==> config.mk <==
export PLATFORM = sky130hd
export DESIGN_NAME = crc_framed_record_decoder_unit_flat
export DESIGN_NICKNAME = d
export VERILOG_FILES = /design/src/rtl/crcfrd_pkg.sv /design/src/rtl/crcfrd_ifs.sv /design/src/rtl/crcfrd_cfg_regs.sv /design/src/rtl/crc_framed_record_decoder_unit.sv /design/src/flat_wrapper.sv
export SDC_FILE = /design/constraint.sdc
export NUM_CORES = 1
export LEC_CHECK = 0
export BUFFER_PORTS_ARGS = -buffer_cell sky130_fd_sc_hd__buf_2
export CAP_MARGIN = 20
export CORE_ASPECT_RATIO = 1.25
export CORE_UTILIZATION = 25
export DETAILED_ROUTE_END_ITERATION = 10
export MAX_ROUTING_LAYER = met4
export PLACE_DENSITY_LB_ADDON = 0.2
export SLEW_MARGIN = 0
export SYNTH_ARGS = -nofsm -noshare
export SYNTH_HDL_FRONTEND = slang
export SYNTH_SLANG_ARGS = --single-unit
==> constraint.sdc <==
create_clock -name clk -period 14.4 [get_ports clk]
set_input_delay 1.44 -clock clk [delete_from_list [all_inputs] [get_ports clk]]
set_output_delay 1.44 -clock clk [all_outputs]
set_load 0.005 [all_outputs]
==> src/rtl/crcfrd_pkg.sv <==
// Shared types, constants and functions of the CRC framed record decoder.
// Depends on nothing; every other file of the decoder uses it.
`default_nettype none

package crcfrd_pkg;

	localparam int unsigned HDR_BYTES = 16;
	localparam logic [31:0] CRC_POLY  = 32'hEDB8_8320;
	localparam logic [31:0] CRC_ONES  = 32'hFFFF_FFFF;

	// Header byte offsets.
	localparam logic [3:0] OFS_VERSION   = 4'd4;
	localparam logic [3:0] OFS_OPERATION = 4'd5;
	localparam logic [3:0] OFS_KEY_LAST  = 4'd11;
	localparam logic [3:0] OFS_HDR_LAST  = 4'd15;

	// Configuration register indexes.
	localparam int unsigned  CFG_IDX_W        = 3;
	localparam logic [2:0]   REG_FORMAT_VER   = 3'd0;
	localparam logic [2:0]   REG_PUT_CODE     = 3'd1;
	localparam logic [2:0]   REG_DELETE_CODE  = 3'd2;
	localparam logic [2:0]   REG_MAX_KEY_LEN  = 3'd3;
	localparam logic [2:0]   REG_MAX_VAL_LEN  = 3'd4;

	// Configuration reset values.
	localparam logic [7:0]  RST_FORMAT_VER  = 8'd1;
	localparam logic [7:0]  RST_PUT_CODE    = 8'd1;
	localparam logic [7:0]  RST_DELETE_CODE = 8'd2;
	localparam logic [31:0] RST_MAX_KEY_LEN = 32'd1024;
	localparam logic [31:0] RST_MAX_VAL_LEN = 32'd65536;

	typedef enum logic [3:0] {
		ST_OK         = 4'd0,
		ST_MAGIC      = 4'd1,
		ST_VERSION    = 4'd2,
		ST_OPERATION  = 4'd3,
		ST_RESERVED   = 4'd4,
		ST_KEY        = 4'd5,
		ST_VALUE      = 4'd6,
		ST_TOMBSTONE  = 4'd7,
		ST_CHECKSUM   = 4'd8,
		ST_INCOMPLETE = 4'd9
	} status_t;

	typedef enum logic {
		OP_PUT    = 1'b0,
		OP_DELETE = 1'b1
	} op_t;

	typedef struct packed {
		logic [7:0]  format_version;
		logic [7:0]  put_code;
		logic [7:0]  delete_code;
		logic [31:0] max_key_len;
		logic [31:0] max_val_len;
	} cfg_t;

	typedef struct packed {
		logic        payload_valid;
		logic [7:0]  payload_byte;
		logic        payload_is_value;
		logic        record_done;
		status_t     status;
		op_t         operation;
		logic [31:0] key_len;
		logic [31:0] val_len;
	} res_t;

	function automatic logic [7:0] magic_byte(input logic [1:0] idx);
		logic [7:0] m;
		case (idx)
			2'd0: m = 8'h4D;
			2'd1: m = 8'h4B;
			2'd2: m = 8'h56;
			default: m = 8'h52;
		endcase
		return m;
	endfunction

	// One byte of the reflected CRC-32; flattens to an XOR network.
	function automatic logic [31:0] crc_byte(input logic [31:0] crc, input logic [7:0] b);
		logic [31:0] c;
		c = crc ^ {24'd0, b};
		for (int i = 0; i < 8; i++) begin
			c = c[0] ? ((c >> 1) ^ CRC_POLY) : (c >> 1);
		end
		return c;
	endfunction

endpackage

`default_nettype wire

==> src/rtl/crcfrd_ifs.sv <==
// Channel interfaces of the CRC framed record decoder: byte input,
// result output and configuration write. Depends on crcfrd_pkg.
`default_nettype none

interface crcfrd_in_if;
	logic       valid;
	logic       ready;
	logic [7:0] data_byte;
	logic       buffer_end;

	modport source (output valid, output data_byte, output buffer_end, input ready);
	modport sink (input valid, input data_byte, input buffer_end, output ready);
endinterface

interface crcfrd_out_if;
	logic        valid;
	logic        ready;
	logic        payload_valid;
	logic [7:0]  payload_byte;
	logic        payload_is_value;
	logic        record_done;
	logic [3:0]  status;
	logic        operation;
	logic [31:0] key_len;
	logic [31:0] val_len;

	modport source (output valid, output payload_valid, output payload_byte,
		output payload_is_value, output record_done, output status, output operation,
		output key_len, output val_len, input ready);
	modport sink (input valid, input payload_valid, input payload_byte,
		input payload_is_value, input record_done, input status, input operation,
		input key_len, input val_len, output ready);
endinterface

interface crcfrd_cfg_if;
	logic                               valid;
	logic                               ready;
	logic [crcfrd_pkg::CFG_IDX_W-1:0]   index;
	logic [31:0]                        data;

	modport source (output valid, output index, output data, input ready);
	modport sink (input valid, input index, input data, output ready);
endinterface

`default_nettype wire

==> src/rtl/crcfrd_cfg_regs.sv <==
// Configuration register file of the record decoder.
// Depends on crcfrd_pkg and the crcfrd_cfg_if interface.
`default_nettype none

module crcfrd_cfg_regs (
	input  wire logic          clk,
	input  wire logic          arst_n,
	crcfrd_cfg_if.sink         cfg,
	output crcfrd_pkg::cfg_t   regs
);

	crcfrd_pkg::cfg_t regs_q;

	assign cfg.ready = 1'b1;
	assign regs      = regs_q;

	always_ff @(posedge clk or negedge arst_n) begin
		if (!arst_n) begin
			regs_q.format_version <= crcfrd_pkg::RST_FORMAT_VER;
			regs_q.put_code       <= crcfrd_pkg::RST_PUT_CODE;
			regs_q.delete_code    <= crcfrd_pkg::RST_DELETE_CODE;
			regs_q.max_key_len    <= crcfrd_pkg::RST_MAX_KEY_LEN;
			regs_q.max_val_len    <= crcfrd_pkg::RST_MAX_VAL_LEN;
		end else if (cfg.valid) begin
			case (cfg.index)
				crcfrd_pkg::REG_FORMAT_VER:  regs_q.format_version <= cfg.data[7:0];
				crcfrd_pkg::REG_PUT_CODE:    regs_q.put_code       <= cfg.data[7:0];
				crcfrd_pkg::REG_DELETE_CODE: regs_q.delete_code    <= cfg.data[7:0];
				crcfrd_pkg::REG_MAX_KEY_LEN: regs_q.max_key_len    <= cfg.data;
				crcfrd_pkg::REG_MAX_VAL_LEN: regs_q.max_val_len    <= cfg.data;
				default: ;
			endcase
		end
	end

endmodule

`default_nettype wire

==> src/rtl/crc_framed_record_decoder_unit.sv <==
// Top level of the CRC framed record decoder: byte input register, header
// checks, CRC step, record state and result register. Depends on
// crcfrd_pkg, crcfrd_ifs and crcfrd_cfg_regs.
//
//  channel   direction  handshake      carries
//  rec_in    in         valid/ready    data_byte, buffer_end
//  rec_out   out        valid/ready    payload and record report fields
//  cfg       in         valid/ready    index, data (always ready)
//
// One byte per cycle sustained while rec_out is not stalled; the result of a byte
// passes through the input register, then the result register.
// The record state and the CRC are updated as a byte leaves the input register.
// Reset clears the record state and loads the register defaults at once.
// A stall on rec_out holds the byte in the input register; bytes that give no
// result still drain only when the result register can move.
`default_nettype none

module crc_framed_record_decoder_unit (
	input  wire logic   clk,
	input  wire logic   arst_n,
	crcfrd_in_if.sink   rec_in,
	crcfrd_out_if.source rec_out,
	crcfrd_cfg_if.sink  cfg
);

	crcfrd_pkg::cfg_t regs;

	crcfrd_cfg_regs u_cfg (
		.clk    (clk),
		.arst_n (arst_n),
		.cfg    (cfg),
		.regs   (regs)
	);

	// Input register.
	logic       valid_s1;
	logic [7:0] byte_s1;
	logic       end_s1;

	// Record state.
	logic [33:0]           pos_q;
	logic [31:0]           crc_q;
	logic [31:0]           key_len_q;
	logic [31:0]           val_len_q;
	logic [31:0]           rcv_crc_q;
	crcfrd_pkg::status_t   err_q;
	crcfrd_pkg::op_t       op_q;
	logic                  disc_q;
	logic [1:0]            ck_q;
	logic [32:0]           key_end_q;
	logic [33:0]           crc_start_q;

	// Result register.
	logic                  out_valid_q;
	crcfrd_pkg::res_t      res_q;

	logic step_fire;
	logic in_hdr;

	// Header field results for this byte.
	logic [31:0]           klen_n;
	logic [31:0]           vlen_n;
	crcfrd_pkg::status_t   err_n;
	crcfrd_pkg::op_t       op_n;
	logic [31:0]           rc_n;

	// Next state.
	logic [33:0]           pos_d;
	logic [31:0]           crc_d;
	logic                  disc_d;
	logic [1:0]            ck_d;
	logic                  restart;
	logic                  res_valid;
	crcfrd_pkg::res_t      res;

	assign step_fire    = valid_s1 && (!out_valid_q || rec_out.ready);
	assign rec_in.ready = !valid_s1 || step_fire;
	assign in_hdr       = (pos_q[33:4] == '0);

	always_comb begin
		klen_n = key_len_q;
		vlen_n = val_len_q;
		err_n  = err_q;
		op_n   = op_q;
		rc_n   = rcv_crc_q;
		rc_n[{ck_q, 3'b000} +: 8] = byte_s1;
		if (in_hdr) begin
			case (pos_q[3:0])
				4'd0, 4'd1, 4'd2, 4'd3: begin
					if (byte_s1 != crcfrd_pkg::magic_byte(pos_q[1:0])
						&& err_n == crcfrd_pkg::ST_OK)
						err_n = crcfrd_pkg::ST_MAGIC;
				end
				crcfrd_pkg::OFS_VERSION: begin
					if (byte_s1 != regs.format_version && err_n == crcfrd_pkg::ST_OK)
						err_n = crcfrd_pkg::ST_VERSION;
				end
				crcfrd_pkg::OFS_OPERATION: begin
					if (byte_s1 == regs.put_code)
						op_n = crcfrd_pkg::OP_PUT;
					else if (byte_s1 == regs.delete_code)
						op_n = crcfrd_pkg::OP_DELETE;
					else if (err_n == crcfrd_pkg::ST_OK)
						err_n = crcfrd_pkg::ST_OPERATION;
				end
				4'd6, 4'd7: begin
					if (byte_s1 != 8'd0 && err_n == crcfrd_pkg::ST_OK)
						err_n = crcfrd_pkg::ST_RESERVED;
				end
				4'd8, 4'd9, 4'd10, crcfrd_pkg::OFS_KEY_LAST: begin
					klen_n[{pos_q[1:0], 3'b000} +: 8] = byte_s1;
					if (pos_q[3:0] == crcfrd_pkg::OFS_KEY_LAST
						&& klen_n > regs.max_key_len && err_n == crcfrd_pkg::ST_OK)
						err_n = crcfrd_pkg::ST_KEY;
				end
				default: begin
					vlen_n[{pos_q[1:0], 3'b000} +: 8] = byte_s1;
					if (pos_q[3:0] == crcfrd_pkg::OFS_HDR_LAST) begin
						if (vlen_n > regs.max_val_len && err_n == crcfrd_pkg::ST_OK)
							err_n = crcfrd_pkg::ST_VALUE;
						if (op_n == crcfrd_pkg::OP_DELETE && vlen_n != 32'd0
							&& err_n == crcfrd_pkg::ST_OK)
							err_n = crcfrd_pkg::ST_TOMBSTONE;
					end
				end
			endcase
		end
	end

	always_comb begin
		pos_d     = pos_q;
		crc_d     = crc_q;
		disc_d    = disc_q;
		ck_d      = ck_q;
		restart   = 1'b0;
		res_valid = 1'b0;
		res       = '0;
		// Header fields go out with every report once the header is complete.
		res.operation = op_n;
		res.key_len   = klen_n;
		res.val_len   = vlen_n;
		if (disc_q) begin
			restart = end_s1;
		end else if (in_hdr) begin
			crc_d = crcfrd_pkg::crc_byte(crc_q, byte_s1);
			if (pos_q[3:0] == crcfrd_pkg::OFS_HDR_LAST) begin
				if (err_n != crcfrd_pkg::ST_OK) begin
					res_valid       = 1'b1;
					res.record_done = 1'b1;
					res.status      = err_n;
					if (end_s1)
						restart = 1'b1;
					else
						disc_d = 1'b1;
				end else if (end_s1) begin
					res_valid       = 1'b1;
					res.record_done = 1'b1;
					res.status      = crcfrd_pkg::ST_INCOMPLETE;
					restart         = 1'b1;
				end else begin
					pos_d = pos_q + 34'd1;
				end
			end else if (end_s1) begin
				// Header cut short: nothing of it is reported.
				res_valid       = 1'b1;
				res.record_done = 1'b1;
				res.status      = crcfrd_pkg::ST_INCOMPLETE;
				res.operation   = crcfrd_pkg::OP_PUT;
				res.key_len     = '0;
				res.val_len     = '0;
				restart         = 1'b1;
			end else begin
				pos_d = pos_q + 34'd1;
			end
		end else if (pos_q < crc_start_q) begin
			crc_d                = crcfrd_pkg::crc_byte(crc_q, byte_s1);
			res_valid            = 1'b1;
			res.payload_valid    = 1'b1;
			res.payload_byte     = byte_s1;
			res.payload_is_value = (pos_q >= {1'b0, key_end_q});
			res.record_done      = end_s1;
			res.status           = end_s1 ? crcfrd_pkg::ST_INCOMPLETE : crcfrd_pkg::ST_OK;
			if (end_s1)
				restart = 1'b1;
			else
				pos_d = pos_q + 34'd1;
		end else if (ck_q == 2'd3) begin
			res_valid       = 1'b1;
			res.record_done = 1'b1;
			res.status      = ((crc_q ^ crcfrd_pkg::CRC_ONES) == rc_n)
				? crcfrd_pkg::ST_OK : crcfrd_pkg::ST_CHECKSUM;
			if (res.status == crcfrd_pkg::ST_CHECKSUM && !end_s1)
				disc_d = 1'b1;
			else
				restart = 1'b1;
		end else if (end_s1) begin
			res_valid       = 1'b1;
			res.record_done = 1'b1;
			res.status      = crcfrd_pkg::ST_INCOMPLETE;
			restart         = 1'b1;
		end else begin
			pos_d = pos_q + 34'd1;
			ck_d  = ck_q + 2'd1;
		end
	end

	always_ff @(posedge clk or negedge arst_n) begin
		if (!arst_n) begin
			valid_s1 <= 1'b0;
		end else if (rec_in.valid && rec_in.ready) begin
			valid_s1 <= 1'b1;
		end else if (step_fire) begin
			valid_s1 <= 1'b0;
		end
	end

	always_ff @(posedge clk) begin
		if (rec_in.valid && rec_in.ready) begin
			byte_s1 <= rec_in.data_byte;
			end_s1  <= rec_in.buffer_end;
		end
	end

	always_ff @(posedge clk or negedge arst_n) begin
		if (!arst_n) begin
			pos_q     <= '0;
			crc_q     <= crcfrd_pkg::CRC_ONES;
			key_len_q <= '0;
			val_len_q <= '0;
			rcv_crc_q <= '0;
			err_q     <= crcfrd_pkg::ST_OK;
			op_q      <= crcfrd_pkg::OP_PUT;
			disc_q    <= 1'b0;
			ck_q      <= '0;
		end else if (step_fire) begin
			if (restart) begin
				pos_q     <= '0;
				crc_q     <= crcfrd_pkg::CRC_ONES;
				key_len_q <= '0;
				val_len_q <= '0;
				rcv_crc_q <= '0;
				err_q     <= crcfrd_pkg::ST_OK;
				op_q      <= crcfrd_pkg::OP_PUT;
				disc_q    <= 1'b0;
				ck_q      <= '0;
			end else if (!disc_q) begin
				pos_q     <= pos_d;
				crc_q     <= crc_d;
				key_len_q <= klen_n;
				val_len_q <= vlen_n;
				rcv_crc_q <= in_hdr ? rcv_crc_q : rc_n;
				err_q     <= err_n;
				op_q      <= op_n;
				disc_q    <= disc_d;
				ck_q      <= ck_d;
			end
		end
	end

	// Payload boundaries, formed once from the header so the byte path
	// only compares against them.
	always_ff @(posedge clk) begin
		if (step_fire && !disc_q && in_hdr) begin
			if (pos_q[3:0] == crcfrd_pkg::OFS_KEY_LAST)
				key_end_q <= 33'(crcfrd_pkg::HDR_BYTES) + {1'b0, klen_n};
			if (pos_q[3:0] == crcfrd_pkg::OFS_HDR_LAST)
				crc_start_q <= {1'b0, key_end_q} + {2'b00, vlen_n};
		end
	end

	always_ff @(posedge clk or negedge arst_n) begin
		if (!arst_n) begin
			out_valid_q <= 1'b0;
		end else if (!out_valid_q || rec_out.ready) begin
			out_valid_q <= step_fire && res_valid;
		end
	end

	always_ff @(posedge clk) begin
		if (step_fire && res_valid)
			res_q <= res;
	end

	assign rec_out.valid            = out_valid_q;
	assign rec_out.payload_valid    = res_q.payload_valid;
	assign rec_out.payload_byte     = res_q.payload_byte;
	assign rec_out.payload_is_value = res_q.payload_is_value;
	assign rec_out.record_done      = res_q.record_done;
	assign rec_out.status           = res_q.status;
	assign rec_out.operation        = res_q.operation;
	assign rec_out.key_len          = res_q.key_len;
	assign rec_out.val_len          = res_q.val_len;

	// While discarding, bytes are swallowed without any result.
	a_disc_silent: assert property (@(posedge clk) disable iff (!arst_n)
		(step_fire && disc_q) |-> !res_valid)
		else $error("result produced while discarding");

	// A header error is only ever held while the header is being read.
	a_err_in_hdr: assert property (@(posedge clk) disable iff (!arst_n)
		(err_q != crcfrd_pkg::ST_OK) |-> in_hdr)
		else $error("header error held outside the header");

	// The checksum byte counter only runs past the payload.
	a_ck_phase: assert property (@(posedge clk) disable iff (!arst_n)
		(ck_q != 2'd0) |-> (!in_hdr && pos_q >= crc_start_q))
		else $error("checksum counter active before checksum bytes");

	// A payload result carries either no report or an incomplete report.
	a_payload_status: assert property (@(posedge clk) disable iff (!arst_n)
		(out_valid_q && res_q.payload_valid) |->
			(res_q.record_done ? (res_q.status == crcfrd_pkg::ST_INCOMPLETE)
				: (res_q.status == crcfrd_pkg::ST_OK)))
		else $error("bad status on payload result");

	// A byte that leaves the input register while a result waits must mean
	// the waiting result was taken in the same cycle.
	a_no_overwrite: assert property (@(posedge clk) disable iff (!arst_n)
		(step_fire && out_valid_q) |-> rec_out.ready)
		else $error("result register overwritten");

endmodule

`default_nettype wire
==> src/flat_wrapper.sv <==
// flat-port wrapper written by rule: the top's interface ports become plain ports
module crc_framed_record_decoder_unit_flat 
  (clk, arst_n, rec_in_valid, rec_in_data_byte, rec_in_buffer_end, rec_in_ready, rec_out_valid, rec_out_payload_valid, rec_out_payload_byte, rec_out_payload_is_value, rec_out_record_done, rec_out_status, rec_out_operation, rec_out_key_len, rec_out_val_len, rec_out_ready, cfg_valid, cfg_index, cfg_data, cfg_ready);
  crcfrd_in_if rec_in_i ();
  crcfrd_out_if rec_out_i ();
  crcfrd_cfg_if cfg_i ();
  input  wire logic clk;
  input  wire logic arst_n;
  input wire logic [$bits(rec_in_i.valid)-1:0] rec_in_valid;
  input wire logic [$bits(rec_in_i.data_byte)-1:0] rec_in_data_byte;
  input wire logic [$bits(rec_in_i.buffer_end)-1:0] rec_in_buffer_end;
  output wire logic [$bits(rec_in_i.ready)-1:0] rec_in_ready;
  output wire logic [$bits(rec_out_i.valid)-1:0] rec_out_valid;
  output wire logic [$bits(rec_out_i.payload_valid)-1:0] rec_out_payload_valid;
  output wire logic [$bits(rec_out_i.payload_byte)-1:0] rec_out_payload_byte;
  output wire logic [$bits(rec_out_i.payload_is_value)-1:0] rec_out_payload_is_value;
  output wire logic [$bits(rec_out_i.record_done)-1:0] rec_out_record_done;
  output wire logic [$bits(rec_out_i.status)-1:0] rec_out_status;
  output wire logic [$bits(rec_out_i.operation)-1:0] rec_out_operation;
  output wire logic [$bits(rec_out_i.key_len)-1:0] rec_out_key_len;
  output wire logic [$bits(rec_out_i.val_len)-1:0] rec_out_val_len;
  input wire logic [$bits(rec_out_i.ready)-1:0] rec_out_ready;
  input wire logic [$bits(cfg_i.valid)-1:0] cfg_valid;
  input wire logic [$bits(cfg_i.index)-1:0] cfg_index;
  input wire logic [$bits(cfg_i.data)-1:0] cfg_data;
  output wire logic [$bits(cfg_i.ready)-1:0] cfg_ready;
  assign rec_in_i.valid = rec_in_valid;
  assign rec_in_i.data_byte = rec_in_data_byte;
  assign rec_in_i.buffer_end = rec_in_buffer_end;
  assign rec_in_ready = rec_in_i.ready;
  assign rec_out_valid = rec_out_i.valid;
  assign rec_out_payload_valid = rec_out_i.payload_valid;
  assign rec_out_payload_byte = rec_out_i.payload_byte;
  assign rec_out_payload_is_value = rec_out_i.payload_is_value;
  assign rec_out_record_done = rec_out_i.record_done;
  assign rec_out_status = rec_out_i.status;
  assign rec_out_operation = rec_out_i.operation;
  assign rec_out_key_len = rec_out_i.key_len;
  assign rec_out_val_len = rec_out_i.val_len;
  assign rec_out_i.ready = rec_out_ready;
  assign cfg_i.valid = cfg_valid;
  assign cfg_i.index = cfg_index;
  assign cfg_i.data = cfg_data;
  assign cfg_ready = cfg_i.ready;
  crc_framed_record_decoder_unit u_core (.clk(clk), .arst_n(arst_n), .rec_in(rec_in_i), .rec_out(rec_out_i), .cfg(cfg_i));
endmodule
==> run metrics, run 1 <==
Die Y-Extent 355 um; Hold Violations, Final 0; Antenna Violating Nets Remaining 0; first-pass GRT wire length 127000 um; layout cells sized above 1 0.141; RD Place Congestion 0.897; Post-CTS Setup Bufs 0; CP Launch Type flip-flop; Synth Area in Compound Gates 0.149; count leader, synth inv_1; post-synthesis net count 2807; most area-consuming cells after synthesis dfrtp_1 (22%), edfxtp_1 (19%), ha_1 (9.0%); # DRC 0; xor/xnor cell area share of the yosys netlist 0.0679; DRT Pass-1 Iters 5; Starting Density 0.252; main combinational cell family by area after synthesis simple AND/OR/NAND/NOR gates; vias in the first global route 19400; unrepaired setup endpoints after global routing no; CTS tree done; Final min period 6660 ps; FF+latch count, synth 416; Area growth, synth to finish 16.0%; Final Skew 27.6 ps; adder-cell share of the synthesized area 0.0903; Placeable Area 98800 um^2; drt wl/cell 20.7 um; cell taking the most area after synthesis dfrtp_1; fillers 10600; multiplexer share of the synthesized area 0.0368; H-tree depth 2; Max-slew headroom 0.192; FF+latch area 11200 um^2; WL final 83800 um; post-synth top area share 0.224; area of the multi-input gates 12400 um^2; I/O pin count 132; Register-to-Register Path Depth 18; CTS Buffer Depth 3; Layout Utilization 0.292; TritonCTS buffer count 48; CTS clk-pin slew, worst paths 70 ps; Final Non-Filler Cells 4059; CP max FO 60; pwr/cell area 164 nW/um^2; Period Utilization, post-route 0.463; largest net degree at the start of global routing 81; overall global routing resource usage 0.170; CTS Sinks 416; Synth top cells by count inv_1 (248), dfrtp_1 (223), nand2_1 (214); total power 0.00473 W; Finished Cell Area 28900 um^2; cts hold-fix bufs 0; Synth Flop Type dfrtp_1; status finished clean; grt ovf 0; Critical Path AT 6890 ps; dpl hpwl 62800 um; CTS root buf clkbuf_16; Least-Margin Pin Slew 1200 ps; PortBufs 130; Fin Setup TNS 0 ps; CP endpoint kind flip-flop; mapped cell area 24900 um^2; Inst Count DP 3962; Worst Setup Path Type flip-flop to flip-flop; synthesized-area fraction occupied by and/or/nand/nor cells 0.149; Hold Path Cell Cnt 2; sequential area share after synthesis 0.452; max-slew violation count 0; # nets final 2930; Syn. warnings 0; Rows 129; EDFF count, synth 156; Avg Cell Area, Syn 9.65 um^2; placed cell area 27200 um^2; CTS resizes 0; via count 19400; die area 101000 um^2; Worst Hold Class flip-flop to flip-flop; Die X-Extent 284 um; initial antenna violation count 8; asr flop ratio synth 0.625; worst vdd ir 0.0000952 V; DR vias/cell 4.78; Worst Path Required 14630 ps; cell count after synthesis 2579; number of DRC markers in iteration 0 1281; Final setup viols 0; f_max 150 MHz; Netlist cell types 75; Static Leak 12.6 nW; clk_lat worst skew 620 ps; Max-Cap Viols 0
[state kept, by name, indices dropped and copies added, names as in the netlist, 32 cells and up]
register,count
u_core.pos_q,34
u_core.key_end_q,33
u_core.key_len_q,32
u_core.rcv_crc_q,32
u_core.crc_start_q,34
u_core.u_cfg.regs,88
u_core.rec_out.key_len,32
u_core.val_len_q,32
u_core.rec_out.val_len,32
u_core.crc_q,32
[per-layer routing]
layer | share of wire | GRT usage | wire length [um]
met3 | 0.041 | 0.0217 | 3420
met2 | 0.47 | 0.274 | 39600
met4 | 0.022 | 0.0448 | 1820
met5 | 0 | - | 0
met1 | 0.46 | 0.224 | 38900
[placed cells by master, fill, tap and decap left out, drive strengths merged, types with 10 or more instances in the layout]
cell    netlist  routed
or3          10      10
nand4        63      63
mux2         59      59
nor4         29      29
a31oi        58      58
nand2       214     214
dfrtp       223     223
nor3         27      27
and3         29      29
a22o         31      31
o21a         14      14
nor2        197     197
a21oi       114     114
nor2b        57      57
nand2b       17      17
o21ai       193     193
clkbuf       88      74
xnor2       128     128
ha          178     178
and2         16      16
inv         248     250
a21o         32      32
edfxtp      156     156
o211ai       16      16
dfstp        37      37
mux2i        25      25
a22oi        20      20
nand3        45      45
xor2         65      65
buf          24     185
o22ai        26      26
a211oi       28      28
[logic make-up after synthesis]
| kind of cell | after synthesis |
|---|---|
| compound gates | 595 |
| xor+xnor | 193 |
| fa+ha+maj | 179 |
| buf+inv | 361 |
| flops | 416 |
| mux | 84 |
| other cells | 1 |
| simple gates | 750 |
[worst paths after layout]
kind	slack (ps)	start	end
max	7740	u_core.pos_q[0]	u_core.rec_out.val_len[3]
min	470	u_core.rcv_crc_q[30]	u_core.rcv_crc_q[30]
max reg2reg	7740	u_core.pos_q[0]	u_core.rec_out.val_len[3]
min reg2reg	470	u_core.rcv_crc_q[30]	u_core.rcv_crc_q[30]
max in group asynchronous	11470	arst_n	u_core.u_cfg.regs[29]
min in group asynchronous	810	arst_n	u_core.rcv_crc_q[18]
[per-stage QoR]
step                hold WS, ps  worst slack, ps
CTS                         471             7590
detailed placement          458             7620
floorplan                   431             6700
global placement            459             7630
finish                      470             7740
global route                505             7150
[worst max-delay path, cell delays in order, from the launching register on]
cell and delay (ps):
dfrtp_1 530, inv_1 280, ha_1 630, nor4bb_2 390, buf_4 260, a21oi_1 130
inv_1 90, ha_1 160, nand4_1 140, nor4_1 680, a21oi_1 200, and2_0 230
a22oi_1 350, nand3_1 120, a21oi_1 300, o41a_1 320, a211oi_1 130, nor2_4 490
buf_4 770
[power breakdown]
group / switching [W] / internal (W)
sequential: 0.000140 / 0.00147
clock: 0.000544 / 0.000714
combinational: 0.00112 / 0.000740
total: 0.00181 / 0.00293
[layout make-up]
type | instances | share of cell area
Sequential cell | 416 | 0.389
Multi-Input combinational cell | 1802 | 0.428
Timing Repair Buffer | 185 | 0.0376
Tap cell | 1310 | 0.0568
Antenna cell | 8 | 0.000694
Clock buffer | 74 | 0.0488
Clock inverter | 15 | 0.00607
Inverter | 249 | 0.0324
Power figures use the tool's default switching activity.
==> run 2, diff against run 1 <==
Clock period 14.4 ns to 6 ns, I/O delays scaled along.
==> run 2 against run 1 <==
  * Combinational power rose to 2.5 times the previous value
  * Critical path depth down 1
  * Flip-flop and latch count did not move
  * Critical path type unchanged
  * Largest power group unchanged
  * Highest routed layer unchanged
==> run metrics, run 2 (same netlist as run 1, synthesis figures left out) <==
status finished clean; CP Depth 17 (-1); first-pass GRT wire length 127000 um (+0.32%); CTS Buffer Depth 3 (unchanged); # DRC 0 (unchanged); Final Skew 33.0 ps (+5.40 ps); CP cell instances inv_1 -> ha_1 -> and4b_1 -> a22oi_1 -> inv_1 -> ha_1 -> nand4_1 -> nor4_1 -> a21oi_1 -> and2_0 -> a22o_1 -> o21ai_1 -> a21oi_1 -> o41a_1 -> a211oi_1 -> nor2_4 -> buf_4; Rows 129 (unchanged); fillers 10500 (-0.45%); R2R Setup Slk 370 ps (-7370 ps); Worst Hold Class input port to async pin; CTS root buf clkbuf_16; number of DRC markers in iteration 0 1195 (-6.7%); PortBufs 130 (unchanged); Worst Path Required 6320 ps (-8310 ps); Placeable Area 98800 um^2 (unchanged); Max-Cap Viols 0 (unchanged); die area 101000 um^2 (unchanged); CP endpoint kind flip-flop; H-tree depth 2 (unchanged); Fin Setup TNS 0 ps (unchanged); initial antenna violation count 7 (-1); CP max FO 19 (-68%); CP top delay family compound AO/OA/AOI/OAI gates; Starting Density 0.252 (unchanged); f_max 178 MHz (+18%); FF+latch area 11200 um^2 (unchanged); Die Y-Extent 355 um (unchanged); pwr/cell area 393 nW/um^2 (+140%); total power 0.0115 W (+140%); DRT Pass-1 Iters 5 (unchanged); Crit-path slowest cell a22oi_1; overall global routing resource usage 0.171 (+0.000739); Register-to-Register Path Depth 17 (-1); Period Utilization, post-route 0.938 (+0.476); RD Place Congestion 0.901 (+0.52%); Worst Setup Path Type flip-flop to flip-flop; most frequent cells in the layout inv_1 (248), dfrtp_1 (223), nand2_1 (214), nor2_1 (194), o21ai_0 (189); vias in the first global route 19300 (-0.57%); area of the multi-input gates 12400 um^2 (about the same); CTS Sinks 416 (unchanged); # nets final 2983 (+1.8%); CP Launch Type flip-flop; max-slew violation count 0 (unchanged); largest net degree at the start of global routing 119 (+47%); number of flip-flops in the largest register 88 (unchanged); TritonCTS buffer count 47 (-2.1%); Die X-Extent 284 um (unchanged); via count 19600 (+1.2%); Antenna Violating Nets Remaining 0 (unchanged); layout cells sized above 1 0.158 (+0.0163); drt wl/cell 20.6 um (-0.47%); DR vias/cell 4.78 (about the same); Hold Violations, Final 0 (unchanged); Final Non-Filler Cells 4111 (+1.3%); Static Leak 12.8 nW (+2.0%); CTS tree done; Inst Count DP 4014 (+1.3%); Least-Margin Pin Slew 1130 ps (-70.9 ps); reg2reg start u_core.pos_q[1]; cts hold-fix bufs 0 (unchanged); clk_lat worst skew 610 ps (about the same); Max-slew headroom 0.239 (+0.0477); max incr delay on CP 650 ps (-120 ps); CP startpoint u_core.pos_q[1]; Post-Place Worst Slack 125 ps (-7490 ps); I/O pin count 132 (unchanged); CP Buf/Inv Count 3 (-1); Critical Path AT 5950 ps (-940 ps); Final min period 5630 ps (-1030 ps); commonest non-fill, non-tap cell in the layout inv_1; dpl hpwl 65300 um (+3.9%); WL final 84500 um (+0.81%); worst vdd ir 0.000260 V (+170%); final worst slack 370 ps (-7370 ps); grt ovf 0 (unchanged); Final setup viols 0 (unchanged); worst reg2reg path endpoint u_core.rec_out.payload_byte[4]; CP endpoint u_core.rec_out.payload_byte[4]; CTS clk-pin slew, worst paths 70 ps (about the same); Area growth, synth to finish 17.6%
[run 2: cell count changes in the layout (fill, tap and decap cells not counted), sizes merged]
| cell | change |
|---|---|
| clkinv | +11 |
| inv | +3 |
| buf | +54 |
| bufinv | +2 |
| clkbuf | -17 |
| clkinvlp | -1 |
[run 2: layer usage]
metal,track usage,vias up,wire length [um]
met5,-,-,0
met3,0.0193,116,3070
li1,-,9526,-
met2,0.265,401,38400
met1,0.231,9594,40400
met4,0.0534,0,2630
[run 2: report_power, final]
part / switching, W / leakage [nW] / total [W] / internal, W
sequential: 0.000344 / 4.80 / 0.00388 / 0.00354
clock: 0.00130 / 0.735 / 0.00294 / 0.00164
combinational: 0.00276 / 7.29 / 0.00467 / 0.00192
total: 0.00440 / 12.8 / 0.0115 / 0.00710
[run 2: timing repair]
item                       CTS  global route
setup buffers                0             2
gates resized for setup      0             2
setup endpoints to repair    0             5
[run 2: metrics by stage]
stage               utilization  area [um^2]  hold slack (ps)
floorplan                     -        24900              304
global placement          0.280        27700              447
detailed placement        0.280        27700              459
CTS                       0.296        29200             40.8
global route              0.296        29300             70.0
finish                    0.296        29300             39.7
[run 2: layout make-up]
class | count | area share
Clock inverter | 30 | 0.0102
Antenna cell | 8 | 0.000684
Timing Repair Buffer | 239 | 0.0529
Multi-Input combinational cell | 1802 | 0.422
Sequential cell | 416 | 0.384
Clock buffer | 57 | 0.0418
Inverter | 249 | 0.0319
Tap cell | 1310 | 0.0560
[run 2: how the worst min path moves through the flow]
stage                                end  cells past startpoint
global route        u_core.rcv_crc_q[16]                      1
detailed placement  u_core.rcv_crc_q[24]                      2
floorplan                 u_core.ck_q[0]                      0
finish              u_core.rcv_crc_q[16]                      1
CTS                 u_core.rcv_crc_q[25]                      1
global placement    u_core.rcv_crc_q[24]                      2
==> run 3, diff against run 2 <==
Settings changed: CORE_ASPECT_RATIO 1.25 to unset.
==> run 3 against run 2 <==
  * Sequential share of layout area hardly changed
  * Largest cell class unchanged
  * Critical path depth is 3 higher
  * Critical endpoint is now u_core.rec_out.key_len[15]
  * Clock-buffer cell count is 10 higher
  * Clock power is 7.1% higher
  * Clock skew is 4.8 ps lower
  * Non-clock buffer count is 14 lower
  * Combinational power hardly changed
==> run metrics, run 3 (same netlist as run 1, synthesis figures left out) <==
status finished clean; CP cell instances buf_4 -> ha_1 -> buf_4 -> nor4bb_2 -> buf_4 -> a21oi_1 -> inv_1 -> ha_1 -> nand4_1 -> nor4_1 -> buf_4 -> a21oi_1 -> and2_0 -> a22o_1 -> o21ai_1 -> a21oi_1 -> o41a_1 -> a211oi_1 -> nor2_4 -> buf_12; PortBufs 130 (unchanged); H-tree depth 2 (unchanged); pwr/cell area 400 nW/um^2 (+1.8%); largest net degree at the start of global routing 125 (+5.0%); via count 19700 (+0.24%); Period Utilization, post-route 0.927 (-0.0111); CP Buf/Inv Count 6 (+3); Least-Margin Pin Slew 1190 ps (+58.3 ps); number of DRC markers in iteration 0 1522 (+27%); Crit-path slowest cell o41a_1; CTS tree done; Hold Violations, Final 0 (unchanged); Final setup viols 0 (unchanged); # DRC 0 (unchanged); Starting Density 0.253 (+0.000922); WL final 86100 um (+1.9%); clk_lat worst skew 620 ps (about the same); grt ovf 0 (unchanged); Die Y-Extent 317 um (-10%); Fin Setup TNS 0 ps (unchanged); CP Launch Type flip-flop; Post-CTS Setup Bufs 0 (unchanged); CTS root buf clkbuf_16; Rows 115 (-11%); Area growth, synth to finish 17.5% (about the same); most frequent cells in the layout inv_1 (248), dfrtp_1 (222), nand2_1 (214), nor2_1 (194), o21ai_0 (189); max incr delay on CP 530 ps (-120 ps); drt wl/cell 21.1 um (+2.8%); crit-path most repeated cell buf_4; vias in the first global route 19400 (+0.59%); total power 0.0117 W (+1.7%); Worst Setup Path Type flip-flop to flip-flop; CP max FO 63 (+44); Static Leak 12.8 nW (-0.19%); commonest non-fill, non-tap cell in the layout inv_1; CTS clk-pin slew, worst paths 60 ps (about the same); Die X-Extent 317 um (+12%); dpl hpwl 65700 um (+0.68%); Max-Cap Viols 0 (unchanged); DR vias/cell 4.83 (+1.1%); f_max 180 MHz (+1.2%); Antenna Violating Nets Remaining 0 (unchanged); unrepaired setup endpoints after global routing no; max-slew violation count 0 (unchanged); RD Place Congestion 0.879 (-2.5%); # nets final 2973 (-0.34%); number of flip-flops in the largest register 88 (unchanged); Critical Path AT 5840 ps (-110 ps); DRT Pass-1 Iters 6 (+1); CP top delay family compound AO/OA/AOI/OAI gates; CTS Sinks 416 (unchanged); Final Skew 28.2 ps (-4.79 ps); CP endpoint kind flip-flop; Worst Hold Class input port to flip-flop; CTS Buffer Depth 3 (unchanged); overall global routing resource usage 0.174 (+0.00377); I/O pin count 132 (unchanged); TritonCTS buffer count 51 (+8.5%); initial antenna violation count 4 (-3); first-pass GRT wire length 129000 um (+1.9%); die area 101000 um^2 (about the same); Final min period 5560 ps (-66.4 ps); Max-slew headroom 0.200 (-0.0393); layout cells sized above 1 0.155 (-0.00289); Worst Path Required 6280 ps (-40 ps); worst vdd ir 0.000193 V (-26%); Placeable Area 98400 um^2 (-0.36%)
## run 3: final timing paths
path	from	endpoint	slack [ps]	cells after the start
max	u_core.pos_q[0]	u_core.rec_out.key_len[15]	440	20
max reg2reg	u_core.pos_q[0]	u_core.rec_out.key_len[15]	440	20
max in group asynchronous	arst_n	u_core.u_cfg.regs[29]	4040	3
min reg2reg	u_core.rcv_crc_q[24]	u_core.rcv_crc_q[24]	470	2
min	rec_in_data_byte[0]	u_core.byte_s1[0]	160	1
min in group asynchronous	arst_n	u_core.valid_s1	530	2
## run 3: layout make-up
| cell class | instances | area, um^2 |
|---|---|---|
| Fill cell | 10300 | 69200 |
| Multi-Input combinational cell | 1802 | 12400 |
| Sequential cell | 416 | 11200 |
| Tap cell | 1287 | 1610 |
| Timing Repair Buffer | 225 | 1410 |
| Clock buffer | 67 | 1360 |
| Inverter | 249 | 935 |
| Clock inverter | 28 | 307 |
| Antenna cell | 4 | 10.0 |
## run 3: through the flow
step / setup WS (ps) / utilization / cell area (um^2) / hold WS, ps / std cells
floorplan: 529 / - / 24900 / 304 / 2579
global placement: 378 / 0.280 / 27500 / 456 / 3978
detailed placement: 328 / 0.280 / 27500 / 455 / 3978
CTS: 303 / 0.297 / 29200 / 118 / 4074
global route: 84.0 / 0.297 / 29200 / 136 / 4078
finish: 437 / 0.297 / 29200 / 160 / 4078
## run 3: where the power goes
group	leakage [nW]	internal [W]	switching, W
sequential	4.79	0.00354	0.000352
combinational	7.21	0.00187	0.00279
clock	0.795	0.00182	0.00133
## run 3: worst reg2reg max path: cells and delay by family (launching register included)
| kind | cells | cell delay [ps] |
|---|---|---|
| simple gates | 5 | 1040 |
| buf+inv | 6 | 1080 |
| flops | 1 | 370 |
| compound gates | 7 | 2060 |
| fa+ha+maj | 2 | 540 |
## run 3: routing by layer
| metal | vias up | wire (um) | GRT usage | share of wire |
|---|---|---|---|---|
| li1 | 9509 | - | - | - |
| met1 | 9664 | 43300 | 0.251 | 0.50 |
| met2 | 409 | 37300 | 0.258 | 0.43 |
| met3 | 102 | 3370 | 0.0191 | 0.039 |
| met4 | 0 | 2230 | 0.0472 | 0.026 |
| met5 | - | 0 | - | 0 |
## run 3: repair_timing
action,4_1_cts,5_1_grt
hold buffers,1,0
setup endpoints to repair,0,38
resized for setup,0,3
hold endpoints to repair,34,0
